$ cat src/hdl/ncaa_pkg.sv
// Shared constants, types and codes of the nearest centroid assignment block.
package ncaa_pkg;

	localparam int CLUSTER_SLOTS = 16;
	localparam int CL_BITS = $clog2(CLUSTER_SLOTS);
	localparam int DIMS = 4;
	localparam int DIM_BITS = $clog2(DIMS);
	localparam int SAMPLE_BITS = 16;
	localparam int COUNT_BITS = 16;
	localparam int TRI = (DIMS * (DIMS + 1)) / 2;
	localparam int SUM_BITS = 32;
	localparam int SCAT_BITS = 48;
	localparam int DIST_BITS = 52;
	localparam int WEIGHT_BITS = 16;
	localparam int SQ_BITS = 2 * SAMPLE_BITS;
	localparam int TERM_BITS = SQ_BITS + WEIGHT_BITS;
	localparam int PAIR_BITS = TERM_BITS + 1;
	localparam int ACC_BITS = TERM_BITS + 2;
	localparam int NC_BITS = 5;
	localparam int ND_BITS = 3;
	localparam int SEL_BITS = 4;
	localparam int Q_DEPTH = 2;
	localparam int Q_BITS = 1;
	localparam int PADDR_BITS = 5;

	localparam logic [2:0] REG_ACTIVE_CLUSTERS = 3'd0;
	localparam logic [2:0] REG_ACTIVE_DIMS = 3'd1;
	localparam logic [2:0] REG_WEIGHT_DIM0 = 3'd2;
	localparam logic [2:0] REG_WEIGHT_DIM1 = 3'd3;
	localparam logic [2:0] REG_WEIGHT_DIM2 = 3'd4;
	localparam logic [2:0] REG_WEIGHT_DIM3 = 3'd5;

	typedef enum logic [1:0] {
		CMD_OBSERVE = 2'd0,
		CMD_LOAD = 2'd1,
		CMD_CLEAR = 2'd2,
		CMD_READ = 2'd3
	} cmd_t;

	typedef enum logic [1:0] {
		STAT_OK = 2'd0,
		STAT_RANGE = 2'd1,
		STAT_SAT = 2'd2
	} status_t;

	typedef enum logic [2:0] {
		S_IDLE,
		S_SEARCH,
		S_ACC_RD,
		S_ACC_WR,
		S_RD_RD,
		S_RD_WR
	} state_t;

	typedef struct packed {
		logic [NC_BITS-1:0] clusters;
		logic [ND_BITS-1:0] dims;
		logic [DIMS-1:0][WEIGHT_BITS-1:0] weight;
	} cfg_t;

	typedef struct packed {
		cmd_t cmd;
		logic [DIMS-1:0][SAMPLE_BITS-1:0] elem;
		logic [CL_BITS-1:0] tgt;
		logic [SEL_BITS-1:0] sel;
		logic bad;
	} item_t;

	typedef struct packed {
		logic [DIMS-1:0][SUM_BITS-1:0] sum;
		logic [TRI-1:0][SCAT_BITS-1:0] scat;
	} stat_row_t;

endpackage

$ cat src/hdl/ncaa_front.sv
// Front end: accepts input words, classifies them and queues them for the back end.
module ncaa_front import ncaa_pkg::*; (
	input logic clk,
	input logic arst_n,
	input logic in_valid,
	output logic in_stall,
	input logic [1:0] command,
	input logic signed [SAMPLE_BITS-1:0] elem0,
	input logic signed [SAMPLE_BITS-1:0] elem1,
	input logic signed [SAMPLE_BITS-1:0] elem2,
	input logic signed [SAMPLE_BITS-1:0] elem3,
	input logic [CL_BITS-1:0] target_cluster,
	input logic [SEL_BITS-1:0] selector_index,
	output logic q_valid,
	output item_t q_item,
	input logic q_pop
);

	item_t item_q [Q_DEPTH];
	item_t item_in;
	logic [Q_BITS-1:0] wr_ptr_q;
	logic [Q_BITS-1:0] rd_ptr_q;
	logic [Q_BITS:0] fill_q;
	logic push;
	logic bad_load;
	logic bad_read;

	assign in_stall = (fill_q == (Q_BITS+1)'(Q_DEPTH));
	assign push = in_valid && !in_stall;
	assign q_valid = (fill_q != '0);
	assign q_item = item_q[rd_ptr_q];

	always_comb begin
		bad_load = (selector_index >= SEL_BITS'(DIMS));
		if (selector_index >= SEL_BITS'(DIMS + 1 + (4 - DIMS))) begin
			bad_read = ((selector_index - SEL_BITS'(5)) >= SEL_BITS'(TRI));
		end else begin
			bad_read = (selector_index != '0) && ((selector_index - SEL_BITS'(1)) >= SEL_BITS'(DIMS));
		end
		item_in.cmd = cmd_t'(command);
		item_in.elem = {elem3, elem2, elem1, elem0};
		item_in.tgt = target_cluster;
		item_in.sel = selector_index;
		case (cmd_t'(command))
			CMD_LOAD: item_in.bad = bad_load;
			CMD_READ: item_in.bad = bad_read;
			default: item_in.bad = 1'b0;
		endcase
	end

	always_ff @(posedge clk) begin
		if (push) begin
			item_q[wr_ptr_q] <= item_in;
		end
	end

	always_ff @(posedge clk or negedge arst_n) begin
		if (!arst_n) begin
			wr_ptr_q <= '0;
			rd_ptr_q <= '0;
			fill_q <= '0;
		end else begin
			if (push) begin
				wr_ptr_q <= wr_ptr_q + 1'b1;
			end
			if (q_pop) begin
				rd_ptr_q <= rd_ptr_q + 1'b1;
			end
			case ({push, q_pop})
				2'b10: fill_q <= fill_q + 1'b1;
				2'b01: fill_q <= fill_q - 1'b1;
				default: ;
			endcase
		end
	end

endmodule

$ cat config.mk
export PLATFORM = sky130hd
export DESIGN_NAME = ncaa_front
export DESIGN_NICKNAME = d
export VERILOG_FILES = /design/src/hdl/ncaa_pkg.sv /design/src/hdl/ncaa_front.sv
export SDC_FILE = /design/constraint.sdc
export NUM_CORES = 1
export LEC_CHECK = 0
export ABC_AREA = 1
export BUFFER_PORTS_ARGS = -buffer_cell sky130_fd_sc_hd__buf_2
export CELL_PAD_IN_SITES_DETAIL_PLACEMENT = 0
export CELL_PAD_IN_SITES_GLOBAL_PLACEMENT = 2
export CORE_UTILIZATION = 43
export CTS_BUF_LIST = sky130_fd_sc_hd__clkbuf_4 sky130_fd_sc_hd__clkbuf_8
export DETAILED_ROUTE_END_ITERATION = 6
export PLACE_DENSITY = 0.86
export SLEW_MARGIN = 0
export SYNTH_ARGS = -nofsm -noshare
export SYNTH_HDL_FRONTEND = slang
export SYNTH_SLANG_ARGS = --single-unit
$ cat constraint.sdc
create_clock -name clk -period 7.2 [get_ports clk]
set_input_delay 2.16 -clock clk [delete_from_list [all_inputs] [get_ports clk]]
set_output_delay 2.16 -clock clk [all_outputs]
set_load 0.01 [all_outputs]
==> metrics.md <==
| Metric | Value |
|---|---|
| Final period utilization | 64.68% |
| Power Density | 390.8 nW/µm² |
| Number of distinct library cells after synthesis | 20 |
| Global-route wire length before repair | 14760 µm |
| Routed Wire Length | 9847 µm |
| Die Y | 118.9 µm |
| Nets | 522 |
| Syn Inst Count | 272 |
| DR vias | 2964 |
| Final setup viols | 0 |
| Worst Skew | 0.006060 ns |
| Per-cell routed wire length | 15.66 µm |
| Largest net degree at the start of global routing | 42 |
| Leak | 2.846 nW |
| Number of CTS-inserted buffers | 17 |
| Total track usage | 14.37% |
| Post-route ant nets | 0 |
| Clk root buf | clkbuf_8 |
| CP Capture Type | primary output |
| Max Cap Viol | 0 |
| RSZ-0062 raised after global routing | no |
| Commonest cells after routing, fill and taps aside | 154 x buf_2, 150 x edfxtp_1, 40 x mux2_4 |
| Sequential share of the synthesized area | 78.38% |
| Worst hold-check path type | reg -> reg |
| ANT cells | 0 |
| Crit path max fanout | 41 |
| Fin crit period | 4.657 ns |
| Clock-pin slew on the worst setup and hold paths | 0.08 ns |
| Synth warn | 0 |
| DR iter-0 viols | 173 |
| Initial core utilization | 44.18% |
| Max Fclk | 214.7 MHz |
| Area leader, netlist | edfxtp_1 |
| Status | complete, no violations |
| #FFs+latches synth | 154 |
| Core area | 13300 µm² |
| PortBufs | 154 |
| Initial antenna violation count | 0 |
| # DRC | 0 |
| Finished Layout Cells | 629 |
| Placed insts | 597 |
| Top-area cell type share of the netlist area | 76.68% |
| Critical Path RT | 5.04 ns |
| Count of final hold-check violations | 0 |
| Placed cell areas | 6839 µm² |
| Final instance area | 7254 µm² |
| Clk Latency, worst-skew pair | 0.43 ns |
| Overflow left after global routing | 0 |
| H-tree Lvls | 4 |
| CTS resizes | 0 |
| Longest Clk Path Bufs | 2 |
| Clock sinks | 154 |
| Syn nets | 354 |
| Vias/cell | 4.712 |
| Drt first pass iters | 5 |
| CP startpoint kind | flop |
| Area growth, synth to finish | 23.49% |
| Worst rel slew slack | 30.59% |
| Vias in the first global route | 2882 |
| GP Congestion | 0.7163 |
| TNS Setup | 0 ns |
| Layout cell share with drive strength beyond 1 | 58.72% |
| Hold_buf cts | 0 |
| CP Data Arrival Time | 2.50 ns |
| Worst Tran Pin Value | 1.039 ns |
| Worst hold margin | 0.5743 ns |
| Worst vdd ir | 167.6 µV |
| TritonCTS clock tree | built |
| Die area | 14130 µm² |
| Dominant cells by area after synthesis | edfxtp_1 77%, mux2_4 10%, mux2_2 6.7% |
| Pins Over Slew Limit | 0 |
| Most common cell after layout, fill and taps aside | buf_2 |
| Setup bufs post-CTS | 0 |
| # rows | 42 |
| WS Path Type | reg -> out |
| Die X | 118.9 µm |
| Synth Area per Inst | 21.60 µm² |
| Detail Placement HPWL | 6618 µm |
| Number of I/O pins | 155 |
| Post-Synthesis Cell Area | 5874 µm² |
registers in the layout, indices dropped and copies added (netlist names):
register  cells
wr_ptr_q      1
rd_ptr_q      1
fill_q        2
item_q      150
cell type report:
cell class | count | area [µm²]
well taps | 176 | 220.2
inverters | 6 | 22.52
repair buffers | 157 | 793.3
flip-flops and latches | 154 | 4608
clock inverters | 15 | 181.4
clock buffers | 17 | 234.0
multi-input cells | 104 | 1195
fillers | 1099 | 6041
cell usage after synthesis:
| library cell | n |
|---|---|
| inv_1 | 6 |
| nand3_1 | 3 |
| xor2_1 | 3 |
| o211ai_1 | 1 |
| nand2_1 | 6 |
| mux2_2 | 35 |
| edfxtp_1 | 150 |
| buf_4 | 1 |
| buf_6 | 4 |
| xnor2_1 | 1 |
| ha_1 | 4 |
| mux2_4 | 40 |
| or2_2 | 1 |
| nor2b_1 | 1 |
| a21oi_1 | 1 |
| o21ai_2 | 1 |
| dfrtp_1 | 4 |
| buf_2 | 3 |
| o21ai_0 | 2 |
| nor2_1 | 5 |
through the flow:
step	power, mW	util, %	setup slack [ns]
floorplan	1.931	-	1.321
global placement	2.191	51.44	2.999
detailed placement	2.214	51.44	2.909
CTS	2.879	54.56	2.490
global route	2.974	54.56	2.407
finish	2.835	54.56	2.543
cell families after synthesis:
| kind of cell | count (synthesis) | share of synthesized area, % |
|---|---|---|
| XOR/XNOR | 4 | 0.5965 |
| buffers and inverters | 14 | 1.533 |
| multiplexers | 75 | 16.93 |
| AO/OA/AOI/OAI | 5 | 0.5325 |
| adder cells (fa/ha/maj) | 4 | 0.8520 |
| flip-flops | 154 | 78.38 |
| AND/OR/NAND/NOR | 16 | 1.172 |
per-layer routing:
layer	share of wire [%]	track usage, %	routed length [µm]	up-vias
li1	-	-	-	1391
met1	42	18.34	4137	1432
met2	50	22.51	4906	125
met3	6.4	4.310	628	16
met4	1.8	6.883	175	0
met5	0	0	0	-
worst paths after layout:
check | from | endpoint | slack (ns) | cells past startpoint
max in group asynchronous | arst_n | rd_ptr_q | 5.54 | 1
hold / removal | fill_q[0] | fill_q[0] | 0.57 | 1
min in group asynchronous | arst_n | fill_q[1] | 1.52 | 1
hold reg to reg | fill_q[0] | fill_q[0] | 0.57 | 1
setup reg to reg | fill_q[1] | item_q[0][49] | 4.76 | 4
setup / recovery | rd_ptr_q | q_item[61] | 2.54 | 3
worst max-delay path, stage by stage, from the launching register on:
cell and delay, ns:
dfrtp_4 0.81, buf_4 0.65, mux2_2 0.42, buf_2 0.14
where the power goes:
group / internal, mW / total [mW] / leakage, nW / switching (mW)
Sequential: 1.23 / 1.33 / 1.44 / 0.0978
Clock: 0.371 / 0.667 / 0.200 / 0.296
Combinational: 0.427 / 0.843 / 1.21 / 0.415
Total: 2.03 / 2.83 / 2.85 / 0.810
(Power assumes the default switching activity.)
