==> src/hdl/ncaa_pkg.sv <==
// Shared constants, types and codes of the nearest centroid assignment block.
package ncaa_pkg;

	localparam int CLUSTER_SLOTS = 16;
	localparam int CL_BITS = $clog2(CLUSTER_SLOTS);
	localparam int DIMS = 4;
	localparam int DIM_BITS = $clog2(DIMS);
	localparam int SAMPLE_BITS = 16;
	localparam int COUNT_BITS = 16;
	localparam int TRI = (DIMS * (DIMS + 1)) / 2;
	localparam int SUM_BITS = 32;
	localparam int SCAT_BITS = 48;
	localparam int DIST_BITS = 52;
	localparam int WEIGHT_BITS = 16;
	localparam int SQ_BITS = 2 * SAMPLE_BITS;
	localparam int TERM_BITS = SQ_BITS + WEIGHT_BITS;
	localparam int PAIR_BITS = TERM_BITS + 1;
	localparam int ACC_BITS = TERM_BITS + 2;
	localparam int NC_BITS = 5;
	localparam int ND_BITS = 3;
	localparam int SEL_BITS = 4;
	localparam int Q_DEPTH = 2;
	localparam int Q_BITS = 1;
	localparam int PADDR_BITS = 5;

	localparam logic [2:0] REG_ACTIVE_CLUSTERS = 3'd0;
	localparam logic [2:0] REG_ACTIVE_DIMS = 3'd1;
	localparam logic [2:0] REG_WEIGHT_DIM0 = 3'd2;
	localparam logic [2:0] REG_WEIGHT_DIM1 = 3'd3;
	localparam logic [2:0] REG_WEIGHT_DIM2 = 3'd4;
	localparam logic [2:0] REG_WEIGHT_DIM3 = 3'd5;

	typedef enum logic [1:0] {
		CMD_OBSERVE = 2'd0,
		CMD_LOAD = 2'd1,
		CMD_CLEAR = 2'd2,
		CMD_READ = 2'd3
	} cmd_t;

	typedef enum logic [1:0] {
		STAT_OK = 2'd0,
		STAT_RANGE = 2'd1,
		STAT_SAT = 2'd2
	} status_t;

	typedef enum logic [2:0] {
		S_IDLE,
		S_SEARCH,
		S_ACC_RD,
		S_ACC_WR,
		S_RD_RD,
		S_RD_WR
	} state_t;

	typedef struct packed {
		logic [NC_BITS-1:0] clusters;
		logic [ND_BITS-1:0] dims;
		logic [DIMS-1:0][WEIGHT_BITS-1:0] weight;
	} cfg_t;

	typedef struct packed {
		cmd_t cmd;
		logic [DIMS-1:0][SAMPLE_BITS-1:0] elem;
		logic [CL_BITS-1:0] tgt;
		logic [SEL_BITS-1:0] sel;
		logic bad;
	} item_t;

	typedef struct packed {
		logic [DIMS-1:0][SUM_BITS-1:0] sum;
		logic [TRI-1:0][SCAT_BITS-1:0] scat;
	} stat_row_t;

endpackage

==> src/hdl/ncaa_regs.sv <==
// APB configuration registers with effective cluster and dimension counts.
module ncaa_regs import ncaa_pkg::*; (
	input logic clk,
	input logic arst_n,
	input logic psel,
	input logic penable,
	input logic pwrite,
	input logic [PADDR_BITS-1:0] paddr,
	input logic [31:0] pwdata,
	output logic [31:0] prdata,
	output logic pready,
	output cfg_t cfg
);

	logic [NC_BITS-1:0] clusters_q;
	logic [ND_BITS-1:0] dims_q;
	logic [DIMS-1:0][WEIGHT_BITS-1:0] weight_q;
	logic [2:0] idx;
	logic wr;

	assign pready = 1'b1;
	assign idx = paddr[4:2];
	assign wr = psel && penable && pwrite;

	always_ff @(posedge clk or negedge arst_n) begin
		if (!arst_n) begin
			clusters_q <= NC_BITS'(1);
			dims_q <= ND_BITS'(4);
			for (int d = 0; d < DIMS; d++) begin
				weight_q[d] <= WEIGHT_BITS'(256);
			end
		end else if (wr) begin
			case (idx)
				REG_ACTIVE_CLUSTERS: clusters_q <= pwdata[NC_BITS-1:0];
				REG_ACTIVE_DIMS: dims_q <= pwdata[ND_BITS-1:0];
				REG_WEIGHT_DIM0: weight_q[0] <= pwdata[WEIGHT_BITS-1:0];
				REG_WEIGHT_DIM1: weight_q[1] <= pwdata[WEIGHT_BITS-1:0];
				REG_WEIGHT_DIM2: weight_q[2] <= pwdata[WEIGHT_BITS-1:0];
				REG_WEIGHT_DIM3: weight_q[3] <= pwdata[WEIGHT_BITS-1:0];
				default: ;
			endcase
		end
	end

	always_comb begin
		case (idx)
			REG_ACTIVE_CLUSTERS: prdata = 32'(clusters_q);
			REG_ACTIVE_DIMS: prdata = 32'(dims_q);
			REG_WEIGHT_DIM0: prdata = 32'(weight_q[0]);
			REG_WEIGHT_DIM1: prdata = 32'(weight_q[1]);
			REG_WEIGHT_DIM2: prdata = 32'(weight_q[2]);
			REG_WEIGHT_DIM3: prdata = 32'(weight_q[3]);
			default: prdata = 32'd0;
		endcase
	end

	always_comb begin
		cfg.weight = weight_q;
		if (clusters_q == '0) begin
			cfg.clusters = NC_BITS'(1);
		end else if (clusters_q > NC_BITS'(CLUSTER_SLOTS)) begin
			cfg.clusters = NC_BITS'(CLUSTER_SLOTS);
		end else begin
			cfg.clusters = clusters_q;
		end
		if (dims_q == '0) begin
			cfg.dims = ND_BITS'(1);
		end else if (dims_q > ND_BITS'(DIMS)) begin
			cfg.dims = ND_BITS'(DIMS);
		end else begin
			cfg.dims = dims_q;
		end
	end

endmodule

==> config.mk <==
export PLATFORM = sky130hd
export DESIGN_NAME = ncaa_regs
export DESIGN_NICKNAME = d
export VERILOG_FILES = /design/src/hdl/ncaa_pkg.sv /design/src/hdl/ncaa_regs.sv
export SDC_FILE = /design/constraint.sdc
export NUM_CORES = 1
export LEC_CHECK = 0
export BUFFER_PORTS_ARGS = -buffer_cell sky130_fd_sc_hd__buf_2
export CAP_MARGIN = 0
export CORE_UTILIZATION = 52
export DETAILED_ROUTE_END_ITERATION = 12
export GPL_TIMING_DRIVEN = 0
export PLACE_DENSITY = 0.86
export SYNTH_ARGS = -nofsm -noshare
export SYNTH_HDL_FRONTEND = slang
export SYNTH_SLANG_ARGS = --single-unit
export TNS_END_PERCENT = 5
==> constraint.sdc <==
create_clock -name clk -period 3.17 [get_ports clk]
set_input_delay 0.1585 -clock clk [delete_from_list [all_inputs] [get_ports clk]]
set_output_delay 0.1585 -clock clk [all_outputs]
set_load 0.03 [all_outputs]
==> impl_metrics.csv <==
group,metric,value,unit
clocking,cts_buffer_depth,2,
floorplanning,die_w,84.2,um
setup_path,crit_chain,"mux2i_1 > or3_1 > o221ai_1 > buf_2",
finish,num_antenna_cells,0,
setup_path,arrival,1.67,ns
global_routing,grt.total_usage,0.242,
hold_path,min_path_type,"primary input to flip-flop",
synthesis,yosysUniqueCellTypes,26,
synthesis,synth-simple-area-share,0.0566,
floorplanning,rows,29,
placed_design,gp_congestion,0.837,
setup_path,worstReg2RegStart,"clusters_q[4]$_DFFE_PN0P_",
setup_path,r2r_cells,1,
clocking,clk_latency,0.34,ns
setup_path,slowest_delay,0.58,ns
pwr,power_density,694,mW/mm2
setup_path,r2r_setup_slack,2.31,ns
finish,syn2layout_area_growth,26.8,%
synthesis,ys_warn_count,0,
synthesis,ys_seq_area_frac,0.514,
placed_design,place.detailed.hpwl,5830,um
synthesis,yosysTopAreaCell,"dfrtp_1",
global_routing,grt_pass1_vias,2582,
clocking,cts_num_sinks,72,
drt,drtIter0Drc,100,
status,status,"complete, but fails checks",
synthesis,synth_seq_cells,72,
setup_path,start_kind,"flip-flop",
floorplanning,coreArea,0.00642,mm2
synthesis,synth_area_leaders,"dfrtp_1, mux2_1, mux2i_1, dfstp_2, mux2_2",
timing,tightest_slew,0.890,ns
pwr,power.leakage,2.39,nW
setup_path,regToRegEndpoint,"clusters_q[4]$_DFFE_PN0P_",
floorplanning,die_h,84.2,um
finish,multiInputGateArea,0.00153,mm2
global_routing,met2_usage,0.401,
floorplanning,ioPinCount,147,
clocking,htreeDepth,3,
drt,viasPerCell,5.40,
global_routing,gr-total-overflow,0,
timing,timing.final.max_slew_violations,0,
global_routing,gr-usage-met1,0.300,
timing,rsz0062_at_grt,"false",
placed_design,dp.cells,462,
timing,max_freq,0.546,GHz
clocking,cts_resized,0,
timing,period_share,0.578,
placed_design,io_buffers,111,
global_routing,antenna_found_initial,0,
synthesis,netlist_instances,259,
timing,period_needed,1.83,ns
clocking,post_cts_buffers,0,
synthesis,synthAdderAreaFrac,0,
finish,drive_gt1_frac,0.448,
drt,wire_per_inst,17.3,um
synthesis,ys_async_sr_fraction,1.00,
synthesis,synth_xor_area_frac,0,
setup_path,worst-setup-path-type,"flip-flop to output pin",
setup_path,cp_slowest_cell,"dfstp_2",
hold_path,holdPathEnd,"cfg[30]$_DFFE_PN0P_",
timing,fin_tns_setup,0,ns
timing,skew,0,ns
global_routing,grt_pass1_wl,13100,um
drt,routed_wl,8270,um
finish,utilization,0.694,
timing,hold_viol,0,
hold_path,worstHoldStart,"pwdata[14]",
synthesis,synth_edf_count,0,
global_routing,busiest_layer,"met2",
setup_path,endpoint_kind,"output pin",
timing,setup_viol_count_final,0,
job,drv_cap,0,
pwr,ir_drop,329,uV
floorplanning,start_util,0.548,
clocking,numCtsBuffers,9,
status,failed_checks,"design-rule violations",
synthesis,synthMuxAreaShare,0.324,
synthesis,ys.flop_type,"dfrtp_1",
hold_path,whs_path_depth,2,
synthesis,synth.cells.most_frequent,"dfrtp_1, mux2_1, mux2i_1",
global_routing,grt_max_degree,73,
synthesis,synth.avg_cell_area,13.6,um2
setup_path,path_max_fanout,5,
timing,slew-limit-headroom,0.407,
setup_path,required,3.01,ns
synthesis,synth_compound_area_frac,0.0363,
synthesis,synth_top_family_by_area,"multiplexers",
drt,vias,2587,
drt,drt_pass1_iterations,8,
finish,final_cells,479,
clocking,clk_pin_slew,0.08,ns
finish,final_nets,439,
finish,nFillCells,482,
clocking,tritoncts,"built",
synthesis,yosysMostFrequentCell,"dfrtp_1",
global_routing,gr-usage-met3,0.0511,
floorplanning,die-area,0.00710,mm2
drt,drcViolationCount,25,
synthesis,synth_top_area_frac,0.470,
synthesis,syn_area,0.00352,mm2
clocking,cts-root-buf,"clkbuf_8",
drt,postRouteAntennaNets,0,
finish,regArea,0.00181,mm2
worst max-delay path, delay by kind of cell, from the launching register on:
family	cells	cell delay, ns
AO/OA/AOI/OAI	1	0.09
multiplexers	1	0.08
AND/OR/NAND/NOR	1	0.35
buffers and inverters	1	0.24
flip-flops	1	0.58
flip-flops by register name (all words and copies together) (netlist names):
register	flops
cfg	64
clusters_q	5
dims_q	3
logic make-up (layout without fill, tap and decap cells):
kind of cell | Yosys count | after routing
DFF | 72 | 72
AOI/OAI and AO/OA | 19 | 19
other | 2 | 17
buffers and inverters | 34 | 162
and+or+nand+nor | 27 | 27
muxes | 105 | 105
what timing repair did:
action                     CTS  global route
setup endpoints to repair    0             0
hold buffers                 1             0
hold endpoints to repair    66             0
area by class of cell:
cell class / count / share of cell area
Tap cell: 77 / 0.0216
Sequential cell: 72 / 0.406
Timing Repair Buffer: 112 / 0.127
Clock inverter: 6 / 0.0185
Multi-Input combinational cell: 168 / 0.344
Buffer: 33 / 0.0514
Inverter: 1 / 0.000842
Clock buffer: 10 / 0.0309
cells in the final DEF, fill, tap and decap left out, drive strengths merged, types with 2 or more instances in the layout:
cell / netlist / final
mux2: 72 / 72
nor2b: 4 / 4
nor3: 2 / 2
buf: 28 / 139
nor2: 9 / 9
a211o: 2 / 2
nand2b: 2 / 2
conb: 2 / 17
or3: 4 / 4
clkbuf: 5 / 15
or3b: 2 / 2
clkinv: 0 / 3
bufinv: 0 / 2
o221ai: 3 / 3
nand3: 2 / 2
o22ai: 11 / 11
dfstp: 6 / 6
dfrtp: 66 / 66
a21oi: 3 / 3
mux2i: 33 / 33
per-layer routing:
metal | part of all wire | vias up
li1 | - | 1175
met1 | 0.42 | 1285
met2 | 0.49 | 105
met3 | 0.063 | 22
met4 | 0.028 | 0
met5 | 0 | -
where the power goes:
part	switching [mW]	internal, mW	leakage [nW]	total, mW
clock	0.339	0.460	0.112	0.799
combinational	0.703	0.343	1.37	1.05
sequential	0.138	1.11	0.906	1.25
total	1.18	1.91	2.39	3.09
metrics by stage:
step / cell area, um2 / setup slack [ns] / total power, mW / hold slack, ns
2_1_floorplan: 3570 / 1.71 / 1.97 / -0.137
4_1_cts: 4460 / 1.33 / 3.11 / 0.0603
3_5_place_dp: 4230 / 1.42 / 2.31 / 0.335
6_report: 4460 / 1.34 / 3.09 / 0.0692
3_3_place_gp: 4230 / 1.42 / 2.28 / 0.418
5_1_grt: 4460 / 1.28 / 3.23 / 0.0703
how the worst max path moves through the flow:
stage | startpoint | slack (ns) | to
6_report | dims_q[2]$_DFFE_PN1P_ | 1.34 | prdata[2]
5_1_grt | paddr[3] | 1.28 | prdata[6]
4_1_cts | dims_q[2]$_DFFE_PN1P_ | 1.33 | prdata[2]
3_5_place_dp | paddr[3] | 1.42 | cfg[53]$_DFFE_PN0P_
3_3_place_gp | paddr[3] | 1.42 | prdata[5]
2_1_floorplan | paddr[3] | 1.71 | prdata[10]
No activity file was read; power rests on OpenSTA's default activity.
